--- src/design/mpd_pkg.sv ---
// ----------------------------------------------------------------------------
// mpd_pkg
// Shared types and constants for the packet deframer.
// ----------------------------------------------------------------------------
`default_nettype none

package mpd_pkg;

    localparam int unsigned BYTE_W    = 8;
    localparam int unsigned CKSUM_W   = 16;
    localparam int unsigned TDATA_W   = 64;
    localparam int unsigned TUSER_W   = 4;
    localparam int unsigned PAD_W     = TDATA_W - (5 * BYTE_W + 1 + CKSUM_W);

    // length byte plus descriptor byte
    localparam logic [BYTE_W-1:0] FIELD_HEADER = 8'd2;

    localparam logic [BYTE_W-1:0] FIRST_SYNC_RST  = 8'd117;
    localparam logic [BYTE_W-1:0] SECOND_SYNC_RST = 8'd101;

    // configuration register indexes
    localparam logic CFG_FIRST_SYNC  = 1'b0;
    localparam logic CFG_SECOND_SYNC = 1'b1;

    typedef enum logic [1:0] {
        KIND_PAYLOAD = 2'd0,
        KIND_GOOD    = 2'd1,
        KIND_BAD     = 2'd2
    } t_kind;

    typedef enum logic [1:0] {
        ROLE_LENGTH = 2'd0,
        ROLE_DESC   = 2'd1,
        ROLE_DATA   = 2'd2
    } t_role;

    typedef struct packed {
        logic [BYTE_W-1:0] first_sync;
        logic [BYTE_W-1:0] second_sync;
    } t_cfg;

    typedef struct packed {
        t_kind              kind;
        logic [BYTE_W-1:0]  descriptor_set;
        logic [BYTE_W-1:0]  payload_byte;
        logic [BYTE_W-1:0]  byte_index;
        logic [BYTE_W-1:0]  field_descriptor;
        t_role              field_role;
        logic [BYTE_W-1:0]  field_offset;
        logic               field_malformed;
        logic [CKSUM_W-1:0] received_checksum;
        logic               last;
    } t_result;

endpackage

`default_nettype wire

--- src/design/mpd_parser.sv ---
// ----------------------------------------------------------------------------
// mpd_parser
// Per-byte frame state machine: sync hunt, header, field tagging of payload
// bytes, Fletcher-8 accumulation and checksum verdict.
// ----------------------------------------------------------------------------
`default_nettype none

module mpd_parser (
    input  wire logic                    i_clk,
    input  wire logic                    i_rst_n,
    input  wire logic                    i_en,
    input  wire logic [7:0]              i_byte,
    input  wire mpd_pkg::t_cfg           i_cfg,
    output logic                         o_res_valid,
    output mpd_pkg::t_result             o_res
);
    import mpd_pkg::*;

    typedef enum logic [2:0] {
        ST_HUNT,
        ST_SYNC2,
        ST_SET,
        ST_LEN,
        ST_PAYLOAD,
        ST_CKH,
        ST_CKL
    } t_state;

    t_state              r_state, n_state;
    logic [BYTE_W-1:0]   r_set, n_set;
    logic [BYTE_W-1:0]   r_plen, n_plen;
    logic [BYTE_W-1:0]   r_pcnt, n_pcnt;
    logic [BYTE_W-1:0]   r_sum1, n_sum1;
    logic [BYTE_W-1:0]   r_sum2, n_sum2;
    logic [BYTE_W-1:0]   r_ckh, n_ckh;
    logic [BYTE_W-1:0]   r_fpos, n_fpos;
    logic [BYTE_W-1:0]   r_flen, n_flen;
    logic [BYTE_W-1:0]   r_fdesc, n_fdesc;

    logic [BYTE_W-1:0]   w_flen;
    logic [BYTE_W-1:0]   w_start;
    logic [BYTE_W:0]     w_fend;
    logic [BYTE_W:0]     w_fpos_inc;
    logic [BYTE_W-1:0]   w_sum1_acc;
    logic [BYTE_W-1:0]   w_sum1_new;
    logic [CKSUM_W-1:0]  w_rx;

    // running pair continued, and restarted on a fresh first sync byte
    assign w_sum1_acc = r_sum1 + i_byte;
    assign w_sum1_new = i_byte;

    // field length in force for this byte: a length byte sets it
    assign w_flen     = (r_fpos == '0) ? i_byte : r_flen;
    assign w_start    = r_pcnt - r_fpos;
    assign w_fend     = {1'b0, w_start} + {1'b0, w_flen};
    assign w_fpos_inc = {1'b0, r_fpos} + {{BYTE_W{1'b0}}, 1'b1};
    assign w_rx       = {r_ckh, i_byte};

    always_comb begin
        n_state = r_state;
        n_set   = r_set;
        n_plen  = r_plen;
        n_pcnt  = r_pcnt;
        n_sum1  = r_sum1;
        n_sum2  = r_sum2;
        n_ckh   = r_ckh;
        n_fpos  = r_fpos;
        n_flen  = r_flen;
        n_fdesc = r_fdesc;

        o_res_valid = 1'b0;
        o_res       = '0;
        o_res.descriptor_set = r_set;

        unique case (r_state)
            ST_HUNT: begin
                if (i_byte == i_cfg.first_sync) begin
                    n_sum1  = w_sum1_new;
                    n_sum2  = w_sum1_new;
                    n_state = ST_SYNC2;
                end
            end
            ST_SYNC2: begin
                if (i_byte == i_cfg.second_sync) begin
                    n_sum1  = w_sum1_acc;
                    n_sum2  = r_sum2 + w_sum1_acc;
                    n_state = ST_SET;
                end else if (i_byte == i_cfg.first_sync) begin
                    n_sum1  = w_sum1_new;
                    n_sum2  = w_sum1_new;
                end else begin
                    n_state = ST_HUNT;
                end
            end
            ST_SET: begin
                n_set   = i_byte;
                n_sum1  = w_sum1_acc;
                n_sum2  = r_sum2 + w_sum1_acc;
                n_state = ST_LEN;
            end
            ST_LEN: begin
                n_plen  = i_byte;
                n_pcnt  = '0;
                n_fpos  = '0;
                n_flen  = '0;
                n_fdesc = '0;
                n_sum1  = w_sum1_acc;
                n_sum2  = r_sum2 + w_sum1_acc;
                n_state = (i_byte == '0) ? ST_CKH : ST_PAYLOAD;
            end
            ST_PAYLOAD: begin
                n_sum1  = w_sum1_acc;
                n_sum2  = r_sum2 + w_sum1_acc;
                o_res_valid          = 1'b1;
                o_res.kind           = KIND_PAYLOAD;
                o_res.payload_byte   = i_byte;
                o_res.byte_index     = r_pcnt;
                priority if (r_fpos == '0) begin
                    n_flen = i_byte;
                    o_res.field_role = ROLE_LENGTH;
                end else if (r_fpos == 8'd1) begin
                    n_fdesc = i_byte;
                    o_res.field_role       = ROLE_DESC;
                    o_res.field_descriptor = i_byte;
                end else begin
                    o_res.field_role       = ROLE_DATA;
                    o_res.field_descriptor = r_fdesc;
                    o_res.field_offset     = r_fpos - FIELD_HEADER;
                end
                o_res.field_malformed = (w_flen < FIELD_HEADER) ||
                                        (w_fend > {1'b0, r_plen});
                // a short field closes after its descriptor byte
                if ((r_fpos != '0) && (w_fpos_inc >= {1'b0, w_flen})) begin
                    n_fpos = '0;
                end else begin
                    n_fpos = w_fpos_inc[BYTE_W-1:0];
                end
                n_pcnt = r_pcnt + 8'd1;
                if (n_pcnt >= r_plen) begin
                    n_state = ST_CKH;
                end
            end
            ST_CKH: begin
                n_ckh   = i_byte;
                n_state = ST_CKL;
            end
            ST_CKL: begin
                o_res_valid             = 1'b1;
                o_res.kind              = (w_rx == {r_sum1, r_sum2}) ? KIND_GOOD : KIND_BAD;
                o_res.received_checksum = w_rx;
                o_res.last              = 1'b1;
                n_state                 = ST_HUNT;
            end
            default: begin
                n_state = ST_HUNT;
            end
        endcase
    end

    always_ff @(posedge i_clk) begin
        if (!i_rst_n) begin
            r_state <= ST_HUNT;
        end else if (i_en) begin
            r_state <= n_state;
        end
    end

    always_ff @(posedge i_clk) begin
        if (i_en) begin
            r_set   <= n_set;
            r_plen  <= n_plen;
            r_pcnt  <= n_pcnt;
            r_sum1  <= n_sum1;
            r_sum2  <= n_sum2;
            r_ckh   <= n_ckh;
            r_fpos  <= n_fpos;
            r_flen  <= n_flen;
            r_fdesc <= n_fdesc;
        end
    end

endmodule

`default_nettype wire

--- src/design/mpd_out_stage.sv ---
// ----------------------------------------------------------------------------
// mpd_out_stage
// Result register toward the output stream; loads whenever empty or drained.
// ----------------------------------------------------------------------------
`default_nettype none

module mpd_out_stage (
    input  wire logic                    i_clk,
    input  wire logic                    i_rst_n,
    input  wire logic                    i_valid,
    input  wire mpd_pkg::t_result        i_res,
    input  wire logic                    i_ready,
    output logic                         o_load,
    output logic                         o_valid,
    output mpd_pkg::t_result             o_res
);
    import mpd_pkg::*;

    logic    r_valid;
    t_result r_res;

    assign o_load  = !r_valid || i_ready;
    assign o_valid = r_valid;
    assign o_res   = r_res;

    always_ff @(posedge i_clk) begin
        if (!i_rst_n) begin
            r_valid <= 1'b0;
        end else if (o_load) begin
            r_valid <= i_valid;
        end
    end

    always_ff @(posedge i_clk) begin
        if (o_load && i_valid) begin
            r_res <= i_res;
        end
    end

endmodule

`default_nettype wire

--- src/design/mip_packet_deframer_core.sv ---
// ----------------------------------------------------------------------------
// mip_packet_deframer_core
// Packet deframer with Fletcher-8 check and cut-through payload tagging.
// ----------------------------------------------------------------------------
// Takes one stream byte per cycle at full rate while the output is not
// stalled. Each byte lands in an input register, is decoded combinationally
// by the frame state machine, and its result (if any) lands in an output
// register. Sync and header bytes give no beat; each payload byte gives a
// tagged beat, and the second checksum byte gives the verdict beat with tlast
// set. Output backpressure stalls the decode stage; the input register keeps
// taking bytes while the output register is free or draining. Sync values are
// to be written by the user via the config port while idle; not enforced.
// ----------------------------------------------------------------------------
`default_nettype none

module mip_packet_deframer_core (
    input  wire logic                          i_clk,
    input  wire logic                          i_rst_n,
    // config write port
    input  wire logic                          i_cfg_we,
    input  wire logic                          i_cfg_addr,
    input  wire logic [mpd_pkg::BYTE_W-1:0]    i_cfg_wdata,
    // input stream; tdata: data_byte
    input  wire logic                          i_s_axis_tvalid,
    output logic                               o_s_axis_tready,
    input  wire logic [mpd_pkg::BYTE_W-1:0]    i_s_axis_tdata,
    // output stream
    output logic                               o_m_axis_tvalid,
    input  wire logic                          i_m_axis_tready,
    // tdata: descriptor_set[7:0], payload_byte[15:8], byte_index[23:16],
    //        field_descriptor[31:24], field_offset[39:32], field_malformed[40],
    //        received_checksum[56:41], zero pad[63:57]
    output logic [mpd_pkg::TDATA_W-1:0]        o_m_axis_tdata,
    // tuser: kind[1:0], field_role[3:2]
    output logic [mpd_pkg::TUSER_W-1:0]        o_m_axis_tuser,
    output logic                               o_m_axis_tlast
);
    import mpd_pkg::*;

    t_cfg              r_cfg;
    logic              r_in_valid;
    logic [BYTE_W-1:0] r_in_byte;
    logic              w_load;
    logic              w_en;
    logic              w_res_valid;
    t_result           w_res;
    t_result           w_out;

    always_ff @(posedge i_clk) begin
        if (!i_rst_n) begin
            r_cfg.first_sync  <= FIRST_SYNC_RST;
            r_cfg.second_sync <= SECOND_SYNC_RST;
        end else if (i_cfg_we) begin
            unique case (i_cfg_addr)
                CFG_FIRST_SYNC:  r_cfg.first_sync  <= i_cfg_wdata;
                CFG_SECOND_SYNC: r_cfg.second_sync <= i_cfg_wdata;
                default: ;
            endcase
        end
    end

    assign o_s_axis_tready = !r_in_valid || w_load;
    assign w_en            = r_in_valid && w_load;

    always_ff @(posedge i_clk) begin
        if (!i_rst_n) begin
            r_in_valid <= 1'b0;
        end else if (o_s_axis_tready) begin
            r_in_valid <= i_s_axis_tvalid;
        end
    end

    always_ff @(posedge i_clk) begin
        if (o_s_axis_tready && i_s_axis_tvalid) begin
            r_in_byte <= i_s_axis_tdata;
        end
    end

    mpd_parser u_parser (
        .i_clk       (i_clk),
        .i_rst_n     (i_rst_n),
        .i_en        (w_en),
        .i_byte      (r_in_byte),
        .i_cfg       (r_cfg),
        .o_res_valid (w_res_valid),
        .o_res       (w_res)
    );

    mpd_out_stage u_out (
        .i_clk   (i_clk),
        .i_rst_n (i_rst_n),
        .i_valid (w_en && w_res_valid),
        .i_res   (w_res),
        .i_ready (i_m_axis_tready),
        .o_load  (w_load),
        .o_valid (o_m_axis_tvalid),
        .o_res   (w_out)
    );

    assign o_m_axis_tdata = {{PAD_W{1'b0}},
                             w_out.received_checksum,
                             w_out.field_malformed,
                             w_out.field_offset,
                             w_out.field_descriptor,
                             w_out.byte_index,
                             w_out.payload_byte,
                             w_out.descriptor_set};
    assign o_m_axis_tuser = {w_out.field_role, w_out.kind};
    assign o_m_axis_tlast = w_out.last;

    // verdict beat is never tagged as payload
    a_last_kind: assert property (@(posedge i_clk) disable iff (!i_rst_n)
        (o_m_axis_tvalid && o_m_axis_tlast) |-> (w_out.kind != KIND_PAYLOAD))
        else $error("verdict beat carries payload kind");

    // beats without tlast are payload beats and carry no checksum
    a_payload_cksum: assert property (@(posedge i_clk) disable iff (!i_rst_n)
        (o_m_axis_tvalid && !o_m_axis_tlast) |->
            ((w_out.received_checksum == '0) && (w_out.kind == KIND_PAYLOAD)))
        else $error("payload beat with checksum or verdict kind");

    // a byte waiting on a stalled output stays in the input register
    a_in_hold: assert property (@(posedge i_clk) disable iff (!i_rst_n)
        (r_in_valid && !w_load) |=> (r_in_valid && $stable(r_in_byte)))
        else $error("input register lost a byte under stall");

    // only data bytes have a nonzero field offset
    a_offset_role: assert property (@(posedge i_clk) disable iff (!i_rst_n)
        (o_m_axis_tvalid && (w_out.field_role != ROLE_DATA)) |->
            (w_out.field_offset == '0))
        else $error("field offset on header byte");

endmodule

`default_nettype wire

--- config.mk ---
export PLATFORM = sky130hd
export DESIGN_NAME = mip_packet_deframer_core
export DESIGN_NICKNAME = d
export VERILOG_FILES = /design/src/design/mpd_pkg.sv /design/src/design/mpd_parser.sv /design/src/design/mpd_out_stage.sv /design/src/design/mip_packet_deframer_core.sv
export SDC_FILE = /design/constraint.sdc
export NUM_CORES = 1
export LEC_CHECK = 0
export BUFFER_PORTS_ARGS = -buffer_cell sky130_fd_sc_hd__buf_2
export CAP_MARGIN = 10
export CORE_UTILIZATION = 37
export DETAILED_ROUTE_END_ITERATION = 16
export MAX_ROUTING_LAYER = met4
export RECOVER_POWER = 100
export SYNTH_ARGS = -nofsm -noshare
export SYNTH_HDL_FRONTEND = slang
export SYNTH_HIERARCHICAL = 1
export SYNTH_SLANG_ARGS = --single-unit
--- constraint.sdc ---
create_clock -name i_clk -period 12.76 [get_ports i_clk]
set_input_delay 0 -clock i_clk [delete_from_list [all_inputs] [get_ports i_clk]]
set_output_delay 0 -clock i_clk [all_outputs]
set_load 0.02 [all_outputs]
# Word-level counts from Yosys, hierarchy flattened
# Cells that the tools add are included.
[op_classes]
reduce_logical = 29
n_lt_le_gt_ge = 4
n_eq_ne = 15
addsub = 7
mux = 24
bitwise = 2
[ops]
columns = ["op", "count"]
rows = [
  ["2-to-1 mux 8 bit", 8],
  ["case mux 8 bit (2 select lines)", 4],
  ["case mux 8 bit (3 select lines)", 2],
  ["case mux 3 bit (6 select lines)", 1],
  ["adder 8 bit", 2],
  ["equality test 16 bit", 1],
  ["equality test 8 bit", 2],
  ["zero test 8 bit", 2],
  ["AND reduction 2 bit", 7],
  ["2-to-1 mux 3 bit", 4],
  ["2-to-1 mux 10 bit", 1],
  ["adder 8 x 1 -> 9 bit, second input constant", 1],
  ["adder 8 x 8 -> 9 bit", 1],
  ["equality test 3 bit, second input constant", 3],
  [">= comparator 9 x 8 -> 1 bit", 1],
  ["> comparator 9 x 8 -> 1 bit", 1],
  ["adder 8 x 1 -> 8 bit, second input constant", 1],
  ["equality test 8 x 1 -> 1 bit, second input constant", 1],
  [">= comparator 8 bit", 1],
  ["less-than comparator 8 x 2 -> 1 bit, second input constant", 1],
  ["AND reduction 4 bit", 2],
  ["nonzero test 8 bit", 1],
  ["subtractor 8 x 2 -> 8 bit, second input constant", 1],
  ["subtractor 8 bit", 1],
  ["16 further kinds", 31],
]
[totals]
out_inout_bits = 71
register_bits = 163

# Depth between registers and ports, before layout
# Gate-level depths: netlist of run 1.
[logic_depth]
word_depth = 6
depth_mapped = 19
mapped_depth_nobuf = 19

# By module
# The synthesis of run 1 kept the hierarchy.
[modules_own_cells]
columns = ["mod", "cells_per_inst", "n_inst", "area_per_inst_um2"]
rows = [
  ["mpd_parser", 597, 1, 5987.0],
  ["mpd_out_stage", 67, 1, 1919.3],
  ["mip_packet_deframer_core", 92, 1, 1001.0],
]

# Worst setup path after synthesis of run 1
# OpenSTA, ideal clock, no wires.
[synth_timing]
kind = "register to register"
from = "register u_parser.r_fpos[3]"
to = "register u_out.r_res (netlist bit u_out/o_res[17]) (data pin)"
path_slack_ns = 8.713
path_stages_with_launch = 19
setup_time_ns = 0.270
period_less_slack_ns = 4.047
required_time_ns = 12.490
arrival_ns = 3.777
cell_sequence = "edfxtp_1 -> buf_2 -> or3_4 -> nor4_4 -> nand2_4 -> mux2_1 -> ha_1 -> fa_1 -> a21oi_1 -> nor2_1 -> nor2_1 -> o21ai_0 -> xor2_1 -> ha_1 -> nand4_1 -> o22ai_1 -> o221ai_1 -> a211oi_1 -> a21oi_1"
[synth_between]
elab_chain_len = 5
elab_cells_between_ends = 7
cone_classes = "add/sub: 2; order compare: 2; mux: 1; reduce/logical: 2"
[synth_lines]
columns = ["item", "line", "text"]
rows = [
  ["start, declared", "mpd_parser.sv:36", "logic [BYTE_W-1:0] r_fpos, n_fpos;"],
  ["start signal, assigned", "mpd_parser.sv:176", "r_fpos <= n_fpos;"],
  ["zero test 8 bit *", "mpd_parser.sv:53", "assign w_flen = (r_fpos == '0) ? i_byte : r_flen;"],
  ["2-to-1 mux 8 bit *", "--", ""],
  ["via u_parser.w_flen[0]", "mpd_parser.sv:40", "logic [BYTE_W-1:0] w_flen;"],
  ["adder 8 x 8 -> 9 bit", "mpd_parser.sv:55", "assign w_fend = {1'b0, w_start} + {1'b0, w_flen};"],
  ["> comparator 9 x 8 -> 1 bit", "mpd_parser.sv:131", "(w_fend > {1'b0, r_plen});"],
  ["logical OR 1 bit *", "mpd_parser.sv:130", "o_res.field_malformed = (w_flen < FIELD_HEADER) ||"],
  ["end signal, assigned", "mpd_out_stage.sv:36", "r_res <= i_res;"],
  ["end, declared", "mpd_out_stage.sv:20", "t_result r_res;"],
]
# The timed path passes the listed nets; every way through them passes the cells marked *.
# A chain may end at the register's enable or synchronous reset.

# Worst setup path after layout of run 1
[layout_timing]
from = "register u_parser.r_state[2]"
to = "register u_out.r_res (netlist bit u_out/o_res[22]) (enable)"
[layout_between]
elab_chain_len = 5
elab_cells_between_ends = 6
cone_classes = "eq/ne: 2; mux: 1; reduce/logical: 3"
[layout_lines]
columns = ["item", "line", "text"]
rows = [
  ["start, declared", "mpd_parser.sv:29", "t_state r_state, n_state;"],
  ["start signal, assigned", "mpd_parser.sv:164", "r_state <= n_state;"],
  ["equality test 3 bit", "mpd_parser.sv:75", "unique case (r_state)"],
  ["OR reduction 2 bit (no line) *", "--", ""],
  ["2-to-1 mux 1 bit *", "mpd_parser.sv:75", ""],
  ["via w_res_valid", "mip_packet_deframer_core.sv:45", "logic w_res_valid;"],
  ["logical AND 1 bit *", "mip_packet_deframer_core.sv:92", ".i_valid (w_en && w_res_valid),"],
  ["logical AND 1 bit *", "mpd_out_stage.sv:35", "if (o_load && i_valid) begin"],
]
# Marked as above.

==> results.toml, run 1 <==
[run_status]
status = "finished, violations left"
violations = "max-capacitance violations, max-slew violations"

[logic_synthesis]
yosysMostFrequentCell = "edfxtp_1"
synthTopCellsByCount = "142 x edfxtp_1, 60 x ha_1, 50 x inv_1"
yosysSeqAreaShare_pct = 52.6
synth_top_area_cell = "edfxtp_1"
ys_ff_latch = 163
syn_area_um2 = 8910
synthTopCellsByArea = "edfxtp_1 48%, ha_1 8.4%, dfxtp_1 4.7%"
synth_top_area_share_pct = 47.9
synth_edf_count = 142
yosys_most_used_dff = "edfxtp_1"
yosysUniqueCellTypes = 77
synthCells = 756
ys.warnings.count = 6
syn_area_per_cell_um2 = 11.8
async_flop_share_pct = 0

[timing]
fin_worst_skew_ns = 0.0133
holdWs_ns = 0.0279
slew_violations = 63
rsz0062_at_grt = "false"
finalSetupViolCount = 0
relSlewSlack_pct = -161
fin_crit_ns = 5.00
timing.setup.tns_ns = 0
min_period_over_period_pct = 39.2
worst_slew_pin_slew_ns = 3.92
fmax_mhz = 200
timing.final.hold_violations = 0

[cts]
cts_resized = 0
cts_tree = "built"
clk_pin_slew_ns = 0.07
cts_max_level = 4
clock_latency_ns = 0.43
cts_made_buffers = 17
root_buffer = "clkbuf_16"
ctsLongestPathBuffers = 2
clock_sinks = 163

[global_route]
grt_pass1_wl_um = 30600
overflow = 0
antenna_found_initial = 0
grt_pass1_vias = 5728
grt_max_degree = 63
grt_use_total_pct = 16.9

[placed_design]
port-buffer-count = 85
gp_congestion = 0.842
place_hpwl_um = 13200

[die]
io_pins = 93
fp.dieArea_um2 = 24700
die_h_um = 157
initial_core_util_pct = 37.8
rows = 56
die_x_um = 157
core_area_um2 = 23500

[setup_path]
path_delay_family = "simple AND/OR/NAND/NOR gates"
worst_setup_path_end_kind = "flop"
crit_chain = "nor2b_1 -> clkbuf_1 -> and3_1 -> and2_0"
critPathKind = "reg2reg"
startpoint_type = "flop"
cp.required_ns = 12.70
slowest_stage = "and2_0"
reg2reg_from = "u_parser/r_state[2]"
cp-startpoint = "u_parser/r_state[2]"
critPathMaxFanout = 62
cp.arrival_ns = 4.94
slowest_delay_ns = 2.80
cp_num_buf_inv = 1

[drt]
vias_per_cell = 4.87
ant_nets = 0
wl_per_cell_um = 16.1
drc = 0
vias = 5814
drtPass1Iterations = 4
drtIter0Drc = 266
routed_wl_um = 19200

[finish]
post-route-util_pct = 43.6
seq_area_um2 = 4680
antenna_cells = 0
drive_above_1_share_pct = 7.43
area_growth_pct = 15.3
fin_nets = 948
multi_input_comb_area_um2 = 3780
nFillCells = 2301

[flow_run]
cap_violations = 1

[power]
p_switching_w = 0.000300
switching_share_pct = 24.5
leakage_nw = 4.07
powerDensity_nw_per_um2 = 119
ir_drop_v = 0.0000737
pwr-share-comb_pct = 9.7
internal_power_w = 0.000926
p_seq_share_pct = 48.1
p_clk_share_pct = 42.3

[worst_hold_path]
hold_path_class = "in2reg"
min_from = "i_rst_n"
[registers in the layout (all words and copies together) (netlist names), 3 cells and up]
signal,cells
u_parser/r_sum1,8
u_parser/r_pcnt,8
u_parser/r_state,3
u_parser/r_sum2,8
u_parser/r_fdesc,8
r_cfg,16
u_out/o_res,62
r_in_byte,8
u_parser/r_fpos,8
u_parser/r_plen,8
u_parser/r_ckh,8
u_parser/r_set,8
u_parser/r_flen,8
[stage by stage]
stage / total power (W) / setup WS (ns) / instance area [um^2] / std cells
finish: 0.00123 / 7.76 / 10300 / 1194
global route: 0.00127 / 7.28 / 10300 / 1194
CTS: 0.00124 / 8.34 / 10500 / 1193
detailed placement: 0.000717 / 8.34 / 9620 / 1139
global placement: 0.000715 / 8.49 / 9620 / 1139
floorplan: 0.000690 / 8.71 / 8930 / 762
[power by group through the flow]
stage,combinational [W],sequential (W),clock [W]
after floorplan,0.0000909,0.000599,0
after global placement,0.000114,0.000601,0
after detailed placement,0.000116,0.000601,0
after CTS,0.000121,0.000589,0.000530
after global routing,0.000134,0.000590,0.000548
final,0.000119,0.000589,0.000518
[worst paths after layout]
kind	endpoint	slack, ns	cells past startpoint
setup / recovery	u_out/o_res[22]	7.76	4
hold / removal	r_cfg[14]	0.03	2
hold reg to reg	u_out/o_res[52]	0.42	0
setup reg to reg	u_out/o_res[22]	7.76	4
[cell families (layout without fill, tap and decap cells)]
family / count (synthesis) / in the layout / share of synthesized area, %
compound gates: 125 / 125 / 9.76
xor+xnor: 70 / 70 / 7.04
fa+ha+maj: 64 / 64 / 9.33
buf+inv: 90 / 203 / 4.66
flops: 163 / 163 / 52.6
mux: 29 / 29 / 3.30
other cells: 1 / 7 / 0.0421
simple gates: 214 / 214 / 13.3
[worst register-to-register path, delay by kind of cell, from the launching register on]
kind / cells / cell delay [ns]
flops: 1 / 0.59
simple gates: 3 / 3.28
buf+inv: 1 / 0.59
[routing by layer]
| layer | share of wire (%) | global-route usage [%] |
|---|---|---|
| met3 | 2.5 | 2.84 |
| met1 | 47 | 21.1 |
| met2 | 49 | 28.1 |
| met4 | 1.1 | 5.36 |
| met5 | 0 | - |
[layout make-up]
| type | count | share of cell area (%) |
|---|---|---|
| flip-flops and latches | 163 | 45.6 |
| multi-input cells | 509 | 36.8 |
| repair buffers | 120 | 5.96 |
| clock buffers | 21 | 4.91 |
| well taps | 319 | 3.89 |
| inverters | 51 | 1.86 |
| clock inverters | 11 | 0.999 |
[cell usage in the layout, fill, tap and decap left out, types with 15 or more instances in the layout]
master and n:
edfxtp_1 142, and3_1 20, and2_1 23, a21oi_1 35, dfxtp_1 21, o21ai_0 17, xnor2_1 34, nor2_1 50
clkbuf_16 20, clkbuf_1 80, inv_1 51, dlygate4sd3_1 22, ha_1 60, nand2_1 32, and2_0 15, buf_2 19
xor2_1 35, mux2i_1 26
[what timing repair did]
| action | CTS | global route |
|---|---|---|
| setup buffers | 0 | 0 |
| hold buffers | 22 | 0 |
| hold endpoints to repair | 26 | 0 |
No activity file was read; power rests on OpenSTA's default activity.
==> run 2: changes to the inputs <==
==> constraint.sdc (replaced) <==
create_clock -name i_clk -period 5.1 [get_ports i_clk]
set_input_delay 0 -clock i_clk [delete_from_list [all_inputs] [get_ports i_clk]]
set_output_delay 0 -clock i_clk [all_outputs]
set_load 0.02 [all_outputs]
==> run 2 against run 1 <==
Effect of this change: sequential share of layout area about the same; clock-buffer cell count down 3; the run still ends with max-capacitance violations, max-slew violations left; flip-flop and latch count unchanged; clock skew up 0.0028 ns; die area unchanged; critical path type unchanged; sequential power rose to 2.5 times the previous value; final cell count about the same.
==> results.toml, run 2 (synthesis results as in run 1) <==
[drt]
ant_nets = 0
drc = 0
drtPass1Iterations = 5
vias = 5859
vias_per_cell = 4.90
routed_wl_um = 19400
wl_per_cell_um = 16.3
drtIter0Drc = 359

[setup_path]
cp.arrival_ns = 4.68
startpoint_type = "flop"
critPathKind = "reg2reg"
cp.required_ns = 5.24
worst_setup_path_end_kind = "flop"
critPathMaxFanout = 10
reg2regPathDepth = 18

[timing]
worst_slack_ns = 0.557
finalSetupViolCount = 0
slew_violations = 63
relSlewSlack_pct = -77.9
fin_worst_skew_ns = 0.0161
fmax_mhz = 220
min_period_over_period_pct = 89.1
worst_slew_pin_slew_ns = 2.67
timing.final.hold_violations = 0
timing.setup.tns_ns = 0
fin_crit_ns = 4.54
rsz0062_at_grt = "false"

[cts]
post-cts-setup-buffers = 0
root_buffer = "clkbuf_16"
cts_hold_buf = 22
ctsLongestPathBuffers = 2
clock_sinks = 163
cts_tree = "built"
clk_pin_slew_ns = 0.08
cts_resized = 0
cts_max_level = 4
cts_made_buffers = 17
clock_latency_ns = 0.43

[global_route]
grt_use_total_pct = 17.0
antenna_found_initial = 0
grt_max_degree = 63
grt_pass1_vias = 5855
overflow = 0
grt_pass1_wl_um = 30900

[die]
io_pins = 93
initial_core_util_pct = 37.8
die_x_um = 157
fp.dieArea_um2 = 24700
die_h_um = 157
rows = 56
core_area_um2 = 23500

[finish]
antenna_cells = 0
design_area_um2 = 10300
drive_above_1_share_pct = 7.76
largest_reg_flops = 62
post-route-util_pct = 43.6
layout_common_cells = "142 x edfxtp_1, 80 x clkbuf_1, 60 x ha_1"
fin_nets = 949
stdcell_count = 1195
area_growth_pct = 15.4
final_common_cell = "edfxtp_1"

[placed_design]
gp_congestion = 0.862
place_hpwl_um = 13400
place_ws_ns = 0.666
post-place-cells = 1140
placed_cell_area_um2 = 9630
port-buffer-count = 85

[run_status]
status = "finished, violations left"
violations = "max-capacitance violations, max-slew violations"

[power]
ir_drop_v = 0.000192
powerDensity_nw_per_um2 = 295
leakage_nw = 4.06

[flow_run]
cap_violations = 1

[worst_hold_path]
hold_path_class = "in2reg"
hold_depth = 2
==> run 2: power breakdown <==
group          switching, W  internal [W]  total, W  leakage [nW]
Clock              0.000602      0.000658   0.00126         0.287
Combinational      0.000162      0.000132  0.000294          2.23
Sequential        0.0000258       0.00146   0.00148          1.54
Total              0.000790       0.00225   0.00304          4.06
==> run 2: path summary, 6_finish.rpt <==
path                      start              end  slack, ns
max          u_parser/r_fpos[3]  u_out/o_res[17]       0.56
min                     i_rst_n         r_cfg[6]       0.03
min reg2reg   u_parser/r_set[5]  u_out/o_res[57]       0.42
max reg2reg  u_parser/r_fpos[3]  u_out/o_res[17]       0.56
==> run 2: worst max-delay path, cell delays in order (launching register included) <==
cell,delay [ns]
edfxtp_1,0.50
or3_1,0.49
nor4_4,0.30
nand2_4,0.18
mux2i_1,0.29
inv_1,0.14
ha_1,0.30
a21o_1,0.18
a21oi_1,0.23
o21bai_1,0.10
a21oi_1,0.22
o21ai_0,0.15
xor2_1,0.16
ha_1,0.30
nand4_1,0.09
o22ai_1,0.17
o221ai_1,0.13
a211oi_1,0.24
a21oi_1,0.09
==> run 2: final cells by class <==
cell class	instances	area, um^2
Multi-Input combinational cell	509	3800
Tap cell	319	399
Inverter	51	191
Sequential cell	163	4680
Timing Repair Buffer	121	617
Clock inverter	14	158
Fill cell	2265	13300
Clock buffer	18	429
==> run 2: per-layer routing <==
layer  wire (um)  share of wire, %  vias up  global-route usage [%]
li1            -                 -     2926                       -
met1        8980                46     2809                    21.1
met2        9490                49      108                    28.1
met3         621               3.2       16                    2.84
met4         339               1.7        0                    5.87
met5           0                 0        -                       -
==> run 2: stage by stage <==
step           hold slack (ns)  total power, W
2_1_floorplan           0.0989         0.00173
3_3_place_gp             0.185         0.00179
3_5_place_dp             0.182         0.00180
4_1_cts                 0.0157         0.00307
5_1_grt                 0.0380         0.00315
6_report                0.0336         0.00304
